--- config.mk ---
export PLATFORM = sky130hd
export DESIGN_NAME = crcc_cell
export DESIGN_NICKNAME = d
export VERILOG_FILES = /design/src/design/crcc_pkg.sv /design/src/design/crcc_cell.sv
export SDC_FILE = /design/constraint.sdc
export NUM_CORES = 1
export LEC_CHECK = 0
export BUFFER_PORTS_ARGS = -buffer_cell sky130_fd_sc_hd__buf_4
export CAP_MARGIN = 40
export CORE_MARGIN = 10
export CORE_UTILIZATION = 38
export CTS_BUF_LIST = sky130_fd_sc_hd__clkbuf_4 sky130_fd_sc_hd__clkbuf_8
export CTS_CLUSTER_DIAMETER = 80
export DETAILED_ROUTE_END_ITERATION = 10
export HOLD_SLACK_MARGIN = 0.08
export PLACE_DENSITY = 0.74
export SYNTH_ARGS = -nofsm -noshare
export SYNTH_HDL_FRONTEND = slang
export SYNTH_SLANG_ARGS = --single-unit
--- constraint.sdc ---
create_clock -name i_clk -period 3.5 [get_ports i_clk]
set_input_delay 0.175 -clock i_clk [delete_from_list [all_inputs] [get_ports i_clk]]
set_output_delay 0.175 -clock i_clk [all_outputs]
set_load 0.01 [all_outputs]
--- src/design/crcc_pkg.sv ---
`default_nettype none
package crcc_pkg;

    localparam int unsigned CRC_W   = 32;
    localparam int unsigned LEN_W   = 32;
    localparam logic [CRC_W-1:0] CRC_POLY_REFL = 32'h82f6_3b78;

    // Column n holds the image of bit n.
    typedef logic [CRC_W-1:0][CRC_W-1:0] t_mat;

    typedef struct packed {
        logic [CRC_W-1:0] first_crc;
        logic [CRC_W-1:0] second_crc;
        logic [LEN_W-1:0] second_length;
    } t_req;

    typedef struct packed {
        logic [CRC_W-1:0] combined_crc;
    } t_rsp;

    // What one cell hands to the next.
    typedef struct packed {
        logic             nz;
        logic [CRC_W-1:0] crc;
        logic [CRC_W-1:0] xcrc;
        logic [LEN_W-1:0] len;
    } t_work;

    typedef struct packed {
        logic  valid;
        t_work work;
    } t_cell;

    function automatic logic [CRC_W-1:0] mat_apply(t_mat m, logic [CRC_W-1:0] v);
        logic [CRC_W-1:0] acc;
        acc = '0;
        for (int n = 0; n < CRC_W; n++) begin
            if (v[n]) begin
                acc = acc ^ m[n];
            end
        end
        return acc;
    endfunction

    function automatic t_mat mat_square(t_mat m);
        t_mat t;
        for (int n = 0; n < CRC_W; n++) begin
            t[n] = mat_apply(m, m[n]);
        end
        return t;
    endfunction

    // Zeros operator for 2^k bytes; evaluated at elaboration only.
    function automatic t_mat zeros_op(int unsigned k);
        t_mat op;
        op[0] = CRC_POLY_REFL;
        for (int n = 1; n < CRC_W; n++) begin
            op[n] = CRC_W'(1) << (n - 1);
        end
        // one zero bit squared three times: one zero byte
        for (int s = 0; s < 3; s++) begin
            op = mat_square(op);
        end
        for (int unsigned s = 0; s < k; s++) begin
            op = mat_square(op);
        end
        return op;
    endfunction

endpackage
`default_nettype wire

--- src/design/crcc_cell.sv ---
`default_nettype none
module crcc_cell #(
    parameter int unsigned K = 0
) (
    input  wire                   i_clk,
    input  wire                   i_rst_n,
    input  wire crcc_pkg::t_cell  i_cell,
    output crcc_pkg::t_cell       o_cell,
    input  wire                   i_ready,
    output logic                  o_ready
);
    import crcc_pkg::*;

    localparam t_mat OP = zeros_op(K);

    logic  r_valid;
    t_work r_work;
    t_work n_work;

    // Take a new transfer when empty or when the neighbor drains us.
    assign o_ready = !r_valid || i_ready;

    always_comb begin
        n_work      = i_cell.work;
        n_work.len  = i_cell.work.len >> 1;
        n_work.nz   = i_cell.work.nz | i_cell.work.len[0];
        if (i_cell.work.len[0]) begin
            n_work.crc = mat_apply(OP, i_cell.work.crc);
        end
    end

    always_ff @(posedge i_clk) begin
        if (!i_rst_n) begin
            r_valid <= 1'b0;
        end else if (o_ready) begin
            r_valid <= i_cell.valid;
        end
    end

    always_ff @(posedge i_clk) begin
        if (o_ready && i_cell.valid) begin
            r_work <= n_work;
        end
    end

    assign o_cell.valid = r_valid;
    assign o_cell.work  = r_work;

endmodule
`default_nettype wire

# Word-level counts from Yosys, hierarchy flattened

Index checks and enable logic that the tools add are counted.

Input port bits: 101
Register bits after elaboration: 97
Word-level logic and storage cells: 104

Bitwise gates (word level): 32
Multiplexer cells: 64
Reductions and logical operators: 3

Operators with widths:

| cell               | number |
|---|---|
| two-way mux 32 bit | 37 |
| inverter 17 bit    | 5 |
| inverter 19 bit    | 2 |
| two-way mux 31 bit | 1 |
| two-way mux 30 bit | 1 |
| two-way mux 29 bit | 1 |
| two-way mux 24 bit | 1 |
| inverter 1 bit     | 24 |
| two-way mux 23 bit | 1 |
| two-way mux 22 bit | 1 |
| two-way mux 21 bit | 1 |
| two-way mux 20 bit | 1 |
| two-way mux 19 bit | 1 |
| two-way mux 18 bit | 1 |
| two-way mux 17 bit | 1 |
| two-way mux 16 bit | 1 |
| two-way mux 15 bit | 1 |
| two-way mux 14 bit | 1 |
| two-way mux 13 bit | 1 |
| two-way mux 12 bit | 1 |
| two-way mux 11 bit | 1 |
| two-way mux 10 bit | 1 |
| two-way mux 9 bit  | 1 |
| two-way mux 8 bit  | 1 |
| 11 further kinds   | 11 |

# Longest topological paths before layout

Gate-level depths: netlist of the first run.

Depth in word-level cells: 95
Mapped depth: 5
Mapped depth without buffers: 4

# Worst setup path before layout of the first run

OpenSTA, ideal clock, no wires.

Path kind: flip-flop to flip-flop
Start: register r_valid
End: register r_work (netlist bit o_cell[0]) (enable)
Cell stages (with the launch flop): 3
Path buffers: 0
Data required time: 3034 ps
Clock period less this slack: 3164 ps
Data arrival time: 2698 ps
Setup slack: 336 ps
Cells stage by stage: dfxtp_1 nand2b_1 and2_1

Longest elaborated chain between the ends: 3

RTL lines:

| what                     | RTL line        | source |
|---|---|---|
| start: declaration       | crcc_cell.sv:16 | `logic r_valid;` |
| start signal: assignment | crcc_cell.sv:36 | `r_valid <= i_cell.valid;` |
| logical NOT 1 bit        | crcc_cell.sv:21 | `assign o_ready = !r_valid \|\| i_ready;` |
| logical OR 1 bit         | crcc_cell.sv:21 |  |
| via o_ready              | crcc_cell.sv:10 | `output logic o_ready` |
| logical AND 1 bit        | crcc_cell.sv:41 | `if (o_ready && i_cell.valid) begin` |
| end signal: assignment   | crcc_cell.sv:42 | `r_work <= n_work;` |
| end: declaration         | crcc_cell.sv:17 | `t_work r_work;` |

The timed path passes the listed nets, and every way through them passes these cells.
A chain may end at the register's enable or synchronous reset.

# Worst setup path after layout of the first run

Start: register r_valid
End: register r_work (netlist bit o_cell[92]) (enable)

Longest elaborated chain between the ends: 3

RTL lines:

| what              | RTL line |
|---|---|
| logical NOT 1 bit | crcc_cell.sv:21 |
| logical OR 1 bit  | crcc_cell.sv:21 |
| logical AND 1 bit | crcc_cell.sv:41 |

Every way passes these cells.

==> results of run 1 <==
[repair_timing]
action	4_1_cts	5_1_grt
hold endpoints to repair	65	0
setup buffers	0	0
hold buffers	66	0
[flip-flops by register name, summed over array words and instances, names as in the netlist]
register	count
o_cell	96
r_valid	1
[logic make-up after synthesis]
logic type | count (synthesis) | synth area share
AND/OR/NAND/NOR | 22 | 0.0224
XOR/XNOR | 70 | 0.192
multiplexers | 13 | 0.0352
other | 1 | 0.000908
flip-flops | 97 | 0.703
buffers and inverters | 17 | 0.0264
AO/OA/AOI/OAI | 16 | 0.0200
[path summary, 6_finish.rpt]
path,slack (ps),to,start,cells past startpoint
worst min-delay path,130,o_cell[93],i_cell[93],2
worst max register to register,1860,o_cell[92],r_valid,3
worst max-delay path,1860,o_cell[92],r_valid,3
worst min register to register,1030,o_cell[27],r_valid,2
[power groups by stage]
stage | clock, W | combinational [W] | sequential [W]
2_1_floorplan | 0 | 0.000275 | 0.00149
3_3_place_gp | 0 | 0.000585 | 0.00144
3_5_place_dp | 0 | 0.000598 | 0.00144
4_1_cts | 0.000763 | 0.000662 | 0.00142
5_1_grt | 0.000813 | 0.000708 | 0.00142
6_report | 0.000742 | 0.000654 | 0.00142
[cells in the mapped netlist]
cell      number
mux2i_1        1
nand2_1        3
and2_1         1
mux2_2        12
conb_1         1
nor2_1        15
a21boi_0       1
xnor2_4        3
buf_4          5
or2_2          1
dfxtp_1        1
buf_2          3
clkbuf_1       4
xnor2_2        3
buf_6          3
xnor2_1       46
xnor3_1        4
inv_1          2
edfxtp_1      96
a21oi_1       15
xor3_1         2
xnor3_2        1
xor2_1        11
nand2b_1       2
[cells in the final DEF (no fill, tap or decap), drive strengths merged]
cell / Yosys / routed
clkbuf: 4 / 9
dlygate4sd3: 0 / 66
conb: 1 / 1
clkinvlp: 0 / 2
dfxtp: 1 / 1
clkinv: 0 / 2
mux2i: 1 / 1
xnor3: 5 / 5
and2: 1 / 1
buf: 11 / 199
inv: 2 / 4
nor2: 15 / 15
xnor2: 52 / 52
xor3: 2 / 2
a21oi: 15 / 15
nand2b: 2 / 2
mux2: 12 / 12
bufinv: 0 / 1
a21boi: 1 / 1
nand2: 3 / 3
xor2: 11 / 11
or2: 1 / 1
edfxtp: 96 / 96
[routing by layer]
| metal | share of wire | routed length (um) | vias to the layer above | GRT usage |
|---|---|---|---|---|
| met5 | 0 | 0 | - | 0 |
| met4 | 0.0096 | 124 | 0 | 0.0450 |
| met3 | 0.074 | 962 | 8 | 0.0540 |
| met2 | 0.50 | 6510 | 131 | 0.277 |
| met1 | 0.41 | 5330 | 1377 | 0.197 |
| li1 | - | - | 1357 | - |
[worst register-to-register path: stages (launching register included)]
cell      delay (ps)
dfxtp_1          330
nand2b_1         100
and2_4           550
buf_16           320
[stage by stage]
stage / std cells / area [um2] / hold slack, ps / setup slack (ps) / power, W
4_1_cts: 638 / 6580 / 116 / 1830 / 0.00284
3_3_place_gp: 555 / 5690 / 354 / 1730 / 0.00203
5_1_grt: 638 / 6580 / 129 / 1700 / 0.00295
2_1_floorplan: 236 / 4130 / 274 / 336 / 0.00177
6_report: 638 / 6580 / 131 / 1860 / 0.00281
3_5_place_dp: 556 / 5710 / 354 / 1840 / 0.00204
[layout make-up]
class	instances	area [um2]	area share
sequential	97	2900	0.441
timing repair buffer	265	2170	0.331
multi-input combinational	122	1120	0.170
tap	136	170	0.0259
clock buffer	9	124	0.0188
clock inverter	7	78.8	0.0120
inverter	2	7.51	0.00114
==> key figures, run 1 <==
Outcome
  – Status: complete, no violations

Clocking
  – Worst-path clk slew: 100 ps
  – CTS resizes: 0
  – Inserted Clock Buffers: 9
  – CTS tree: yes
  – Clock H-tree levels: 3
  – Worst-Skew Late Latency: 360 ps
  – TritonCTS Sinks: 97
  – Clock buffer depth: 2
  – Root Buffer: clkbuf_8

Run
  – # Max-Cap Violations: 0

Pwr
  – Peak supply drop: 0.189 mV
  – Clock power frac: 0.264
  – Combinational share of power: 0.232
  – Sw power: 0.000712 W
  – Switching fraction of total power: 0.253
  – Static Leakage: 2.71 nW
  – Sequential power share: 0.504
  – Internal power: 0.00210 W
  – Pwr/cell area: 428 nW/um2

GRT
  – First-pass GRT wire length: 19900 um
  – All-layer global routing usage: 0.165
  – Initial antenna violation count: 0
  – Largest net degree at the start of global routing: 50
  – Vias in the first global route: 3085
  – Overflow after GRT: 0

Die
  – Num rows: 37
  – Die Span X: 124 um
  – Top Ports: 200
  – Die Y: 124 um
  – Initial core utilization: 0.395
  – Die area: 15400 um2
  – Core area: 10500 um2

Setup path
  – Startpoint types: register
  – Cell Chain, Critical Path: nand2b_1 -> and2_4 -> buf_16
  – Crit path largest cell delay: 550 ps
  – Crit Path Category: register to register
  – Delay-heaviest family, CP: simple AND/OR/NAND/NOR gates
  – Worst Setup End Kind: register
  – Worst-path fanout max: 49
  – CP required: 3540 ps
  – Buffers and inverters on the worst path: 1
  – CP arrival: 1690 ps
  – CP max stage cell: and2_4

Placed design
  – Dpl hpwl: 9240 um
  – GP Congestion: 0.847
  – Buffers on Ports: 198

Timing
  – Final Setup Violations: 0
  – Final Cycle Share: 0.469
  – Tmin final: 1640 ps
  – RSZ-0062 raised after global routing: false
  – Actual slew at the worst max-slew pin: 602 ps
  – Clock skew: 6.07 ps
  – Pins over their slew limit: 0
  – Max-slew headroom: 0.598
  – TNS Setup: 0 ps
  – Fmax: 609 MHz
  – Fin. Hold Viols: 0

Yosys
  – Cell variety after synth: 24
  – Post-synth top area share: 0.698
  – Synth top area cells: edfxtp_1 70%, xnor2_1 9.8%, mux2_2 3.3%
  – Synthesis-stage register bit count: 97
  – Area leader, netlist: edfxtp_1
  – Post-synthesis cell area: 4130 um2
  – Avg Cell Area, Syn: 17.5 um2
  – Register area share after synthesis: 0.703
  – Post-Syn Instances: 236
  – Net count after synthesis: 337
  – Yosys warning count: 0

Cells and area
  – Ant diodes: 0
  – Layout cells sized above 1: 0.470
  – Layout Area Growth over Synthesis: 59.3%
  – Nets@finish: 598
  – Filler instances: 750
  – Fin util: 0.629

Drt
  – Detail Route Antenna Nets: 0
  – Final WL: 12900 um
  – Drt pass-1 iters: 4
  – Routed len/inst: 20.3 um
  – Initial DRC Count: 193
  – Drc violations: 0
  – Routed vias/inst: 4.50
  – DR vias: 2873

Min path
  – Hold Path Class: input pin to register
Power figures use the tool's default switching activity.
==> run 2, diff against run 1 <==
--- a/config.mk
+++ b/config.mk
@@ -5,6 +5,7 @@
 export SDC_FILE = /design/constraint.sdc
 export NUM_CORES = 1
 export LEC_CHECK = 0
+export ABC_AREA = 1
 export BUFFER_PORTS_ARGS = -buffer_cell sky130_fd_sc_hd__buf_4
 export CAP_MARGIN = 40
 export CORE_MARGIN = 10
@@ -13,7 +14,7 @@
 export CTS_CLUSTER_DIAMETER = 80
 export DETAILED_ROUTE_END_ITERATION = 10
 export HOLD_SLACK_MARGIN = 0.08
-export PLACE_DENSITY = 0.74
+export PLACE_DENSITY = 0.76
 export SYNTH_ARGS = -nofsm -noshare
 export SYNTH_HDL_FRONTEND = slang
 export SYNTH_SLANG_ARGS = --single-unit
==> constraint.sdc (replaced) <==
create_clock -name i_clk -period 1.4 [get_ports i_clk]
set_input_delay 0.07 -clock i_clk [delete_from_list [all_inputs] [get_ports i_clk]]
set_output_delay 0.07 -clock i_clk [all_outputs]
set_load 0.01 [all_outputs]
==> key figures, run 2 <==
Outcome
  – Status: complete, no violations

Setup path
  – RR Startpoint: r_valid
  – Buffers and inverters on the worst path: 2
  – Critical R2R Capture: r_valid
  – Worst-path fanout max: 2
  – Worst reg2reg path depth: 3
  – R2R Setup Slk: 150 ps
  – CP arrival: 1450 ps
  – Cell Chain, Critical Path: dlygate4sd3_1 -> buf_4 -> xnor2_1 -> or2_2 -> nand2_1 -> nand2_1 -> nand3_1 -> nand2_1
  – Worst Setup End Kind: register
  – Crit Path Category: input pin to register
  – Crit path largest cell delay: 540 ps
  – Startpoint types: input pin
  – Delay-heaviest family, CP: buffers and inverters
  – CP max stage cell: dlygate4sd3_1
  – CP required: 1530 ps
  – Most common cell on crit path: nand2_1

GRT
  – Initial antenna violation count: 0
  – First-pass GRT wire length: 23500 um
  – Overflow after GRT: 0
  – Largest net degree at the start of global routing: 53
  – All-layer global routing usage: 0.185
  – Vias in the first global route: 4069

Die
  – Top Ports: 200
  – Die Span X: 127 um
  – Die area: 16200 um2
  – Initial core utilization: 0.385
  – Num rows: 39
  – Core area: 11300 um2
  – Die Y: 127 um

Timing
  – Worst Slack Setup Final: 85.0 ps
  – Final Cycle Share: 0.939
  – Tmin final: 1320 ps
  – Clock skew: 6.13 ps
  – Fmax: 760 MHz
  – RSZ-0062 raised after global routing: false
  – Fin. Hold Viols: 0
  – Final Setup Violations: 0
  – Pins over their slew limit: 0

Drt
  – Detail Route Antenna Nets: 0
  – Drt pass-1 iters: 5
  – Routed vias/inst: 4.74
  – Initial DRC Count: 333
  – Routed len/inst: 18.9 um
  – Final WL: 15500 um
  – Drc violations: 0
  – DR vias: 3909

Yosys
  – Avg Cell Area, Syn: 11.3 um2
  – Post-Syn Instances: 387
  – Post-synthesis mux area share: 0
  – Post-synth top area share: 0.661
  – Synth Area in Adders: 0
  – Synth top area cells: edfxtp_1 66%, nand2_1 11%, nand3_1 4.5%
  – Post-synthesis simple-gate area fraction: 0.181
  – Largest family of logic cells by synthesized area: simple AND/OR/NAND/NOR gates
  – Cell variety after synth: 28
  – Register area share after synthesis: 0.666
  – Post-synth EDFFs: 96
  – Post-synthesis cell area: 4360 um2
  – Async set or reset register ratio after synthesis: 0
  – XOR/XNOR Fraction of Synth Area: 0.0781
  – Compound-gate portion of the synthesized area: 0.0244
  – Net count after synthesis: 488
  – Most frequent cell after synthesis: nand2_1
  – Synthesis-stage register bit count: 97
  – Synth top cells by count: 130 x nand2_1, 96 x edfxtp_1, 39 x nand3_1
  – Yosys warning count: 0
  – Top_reg_cell synth: edfxtp_1
  – Area leader, netlist: edfxtp_1

Pwr
  – Pwr/cell area: 964 nW/um2
  – Static Leakage: 3.18 nW
  – Overall power: 0.00684 W
  – Peak supply drop: 0.585 mV

Min path
  – Hold path cells: 3
  – Hold path start: i_cell[66]
  – Worst hold endpoint: o_cell[90]
  – Hold Path Class: input pin to register

Clocking
  – Post-CTS Setup Inserts: 0
  – Clock buffer depth: 2
  – CTS tree: yes
  – Worst-Skew Late Latency: 360 ps
  – Root Buffer: clkbuf_8
  – Worst-path clk slew: 100 ps
  – Clock H-tree levels: 3
  – Inserted Clock Buffers: 9
  – TritonCTS Sinks: 97

Cells and area
  – Commonest non-fill, non-tap cell in the layout: buf_4
  – Layout Area Growth over Synthesis: 62.7%
  – Most frequent cells in the layout: 202 x buf_4, 130 x nand2_1, 96 x edfxtp_1
  – Nets@finish: 777
  – Fin util: 0.627
  – Max reg flops: 96
  – Ant diodes: 0
  – Layout cells sized above 1: 0.344
  – Cell Count, Final, Fillers Out: 824

Placed design
  – Dpl hpwl: 11200 um
  – GP Congestion: 0.924
  – Placed Cells: 719
  – Placement Setup Slack: 24.1 ps
  – Buffers on Ports: 198

Run
  – # Max-Cap Violations: 0
==> run 2: cell count changes after synthesis, moves of 13 or more <==
cell and change:
xnor2_1 -27, inv_1 +25, nand2_1 +127, nand3_1 +39, a21oi_1 -14, o21ai_0 +13
==> run 2: how the worst max path moves through the flow <==
| stage | startpoint | endpoint | slack (ps) | depth (start not counted) |
|---|---|---|---|---|
| after floorplan | r_valid | o_cell[0] | -950 | 1 |
| after global placement | i_cell[70] | o_cell[75] | 30 | 8 |
| after detailed placement | i_cell[70] | o_cell[75] | 20 | 8 |
| after CTS | i_cell[93] | o_cell[85] | 100 | 8 |
| after global routing | i_cell[93] | o_cell[85] | 3 | 8 |
| final | i_cell[93] | o_cell[85] | 80 | 8 |
==> run 2: through the flow <==
step | cell area [um2] | hold WS, ps | setup TNS, ps
2_1_floorplan | 4370 | 169 | -91390
3_3_place_gp | 6020 | 249 | 0
3_5_place_dp | 6020 | 249 | 0
4_1_cts | 7090 | 94.9 | 0
5_1_grt | 7090 | 102 | 0
6_report | 7090 | 100 | 0
==> run 2: area by class of cell <==
type                    instances  area (um2)
clock buffers                  10         131
clock inverters                 6        52.6
fillers                       858        4230
inverters                      29         109
multi-input cells             245        1250
flip-flops and latches         97        2900
well taps                     143         179
repair buffers                294        2470
==> run 2: kinds of logic (layout without fill, tap and decap cells) <==
family,after synthesis,in the layout
and+or+nand+nor,186,186
DFF,97,97
AOI/OAI and AO/OA,20,20
other,1,1
buffers and inverters,45,339
xor gates and xnor gates,38,38
==> run 2: power breakdown <==
part,internal [W],total [W],switching [W]
combinational,0.000798,0.00157,0.000777
clock,0.000691,0.00176,0.00107
sequential,0.00344,0.00351,0.0000670
==> run 2: repair_timing <==
item,4_1_cts,5_1_grt
endpoints found under the hold margin,88,0
gates resized for setup,0,0
hold buffers,89,0
==> run 2: tightest hold or removal path: stages <==
cell,delay [ps]
buf_4,170
nand2_1,60
o21ai_0,60
==> run 2: per-layer routing <==
layer,vias to the layer above,routed length [um],track usage,part of all wire
met4,0,217,0.0462,0.014
met5,-,0,0,0
li1,1861,-,-,-
met2,190,7820,0.329,0.50
met1,1838,6180,0.211,0.40
met3,20,1310,0.0591,0.085
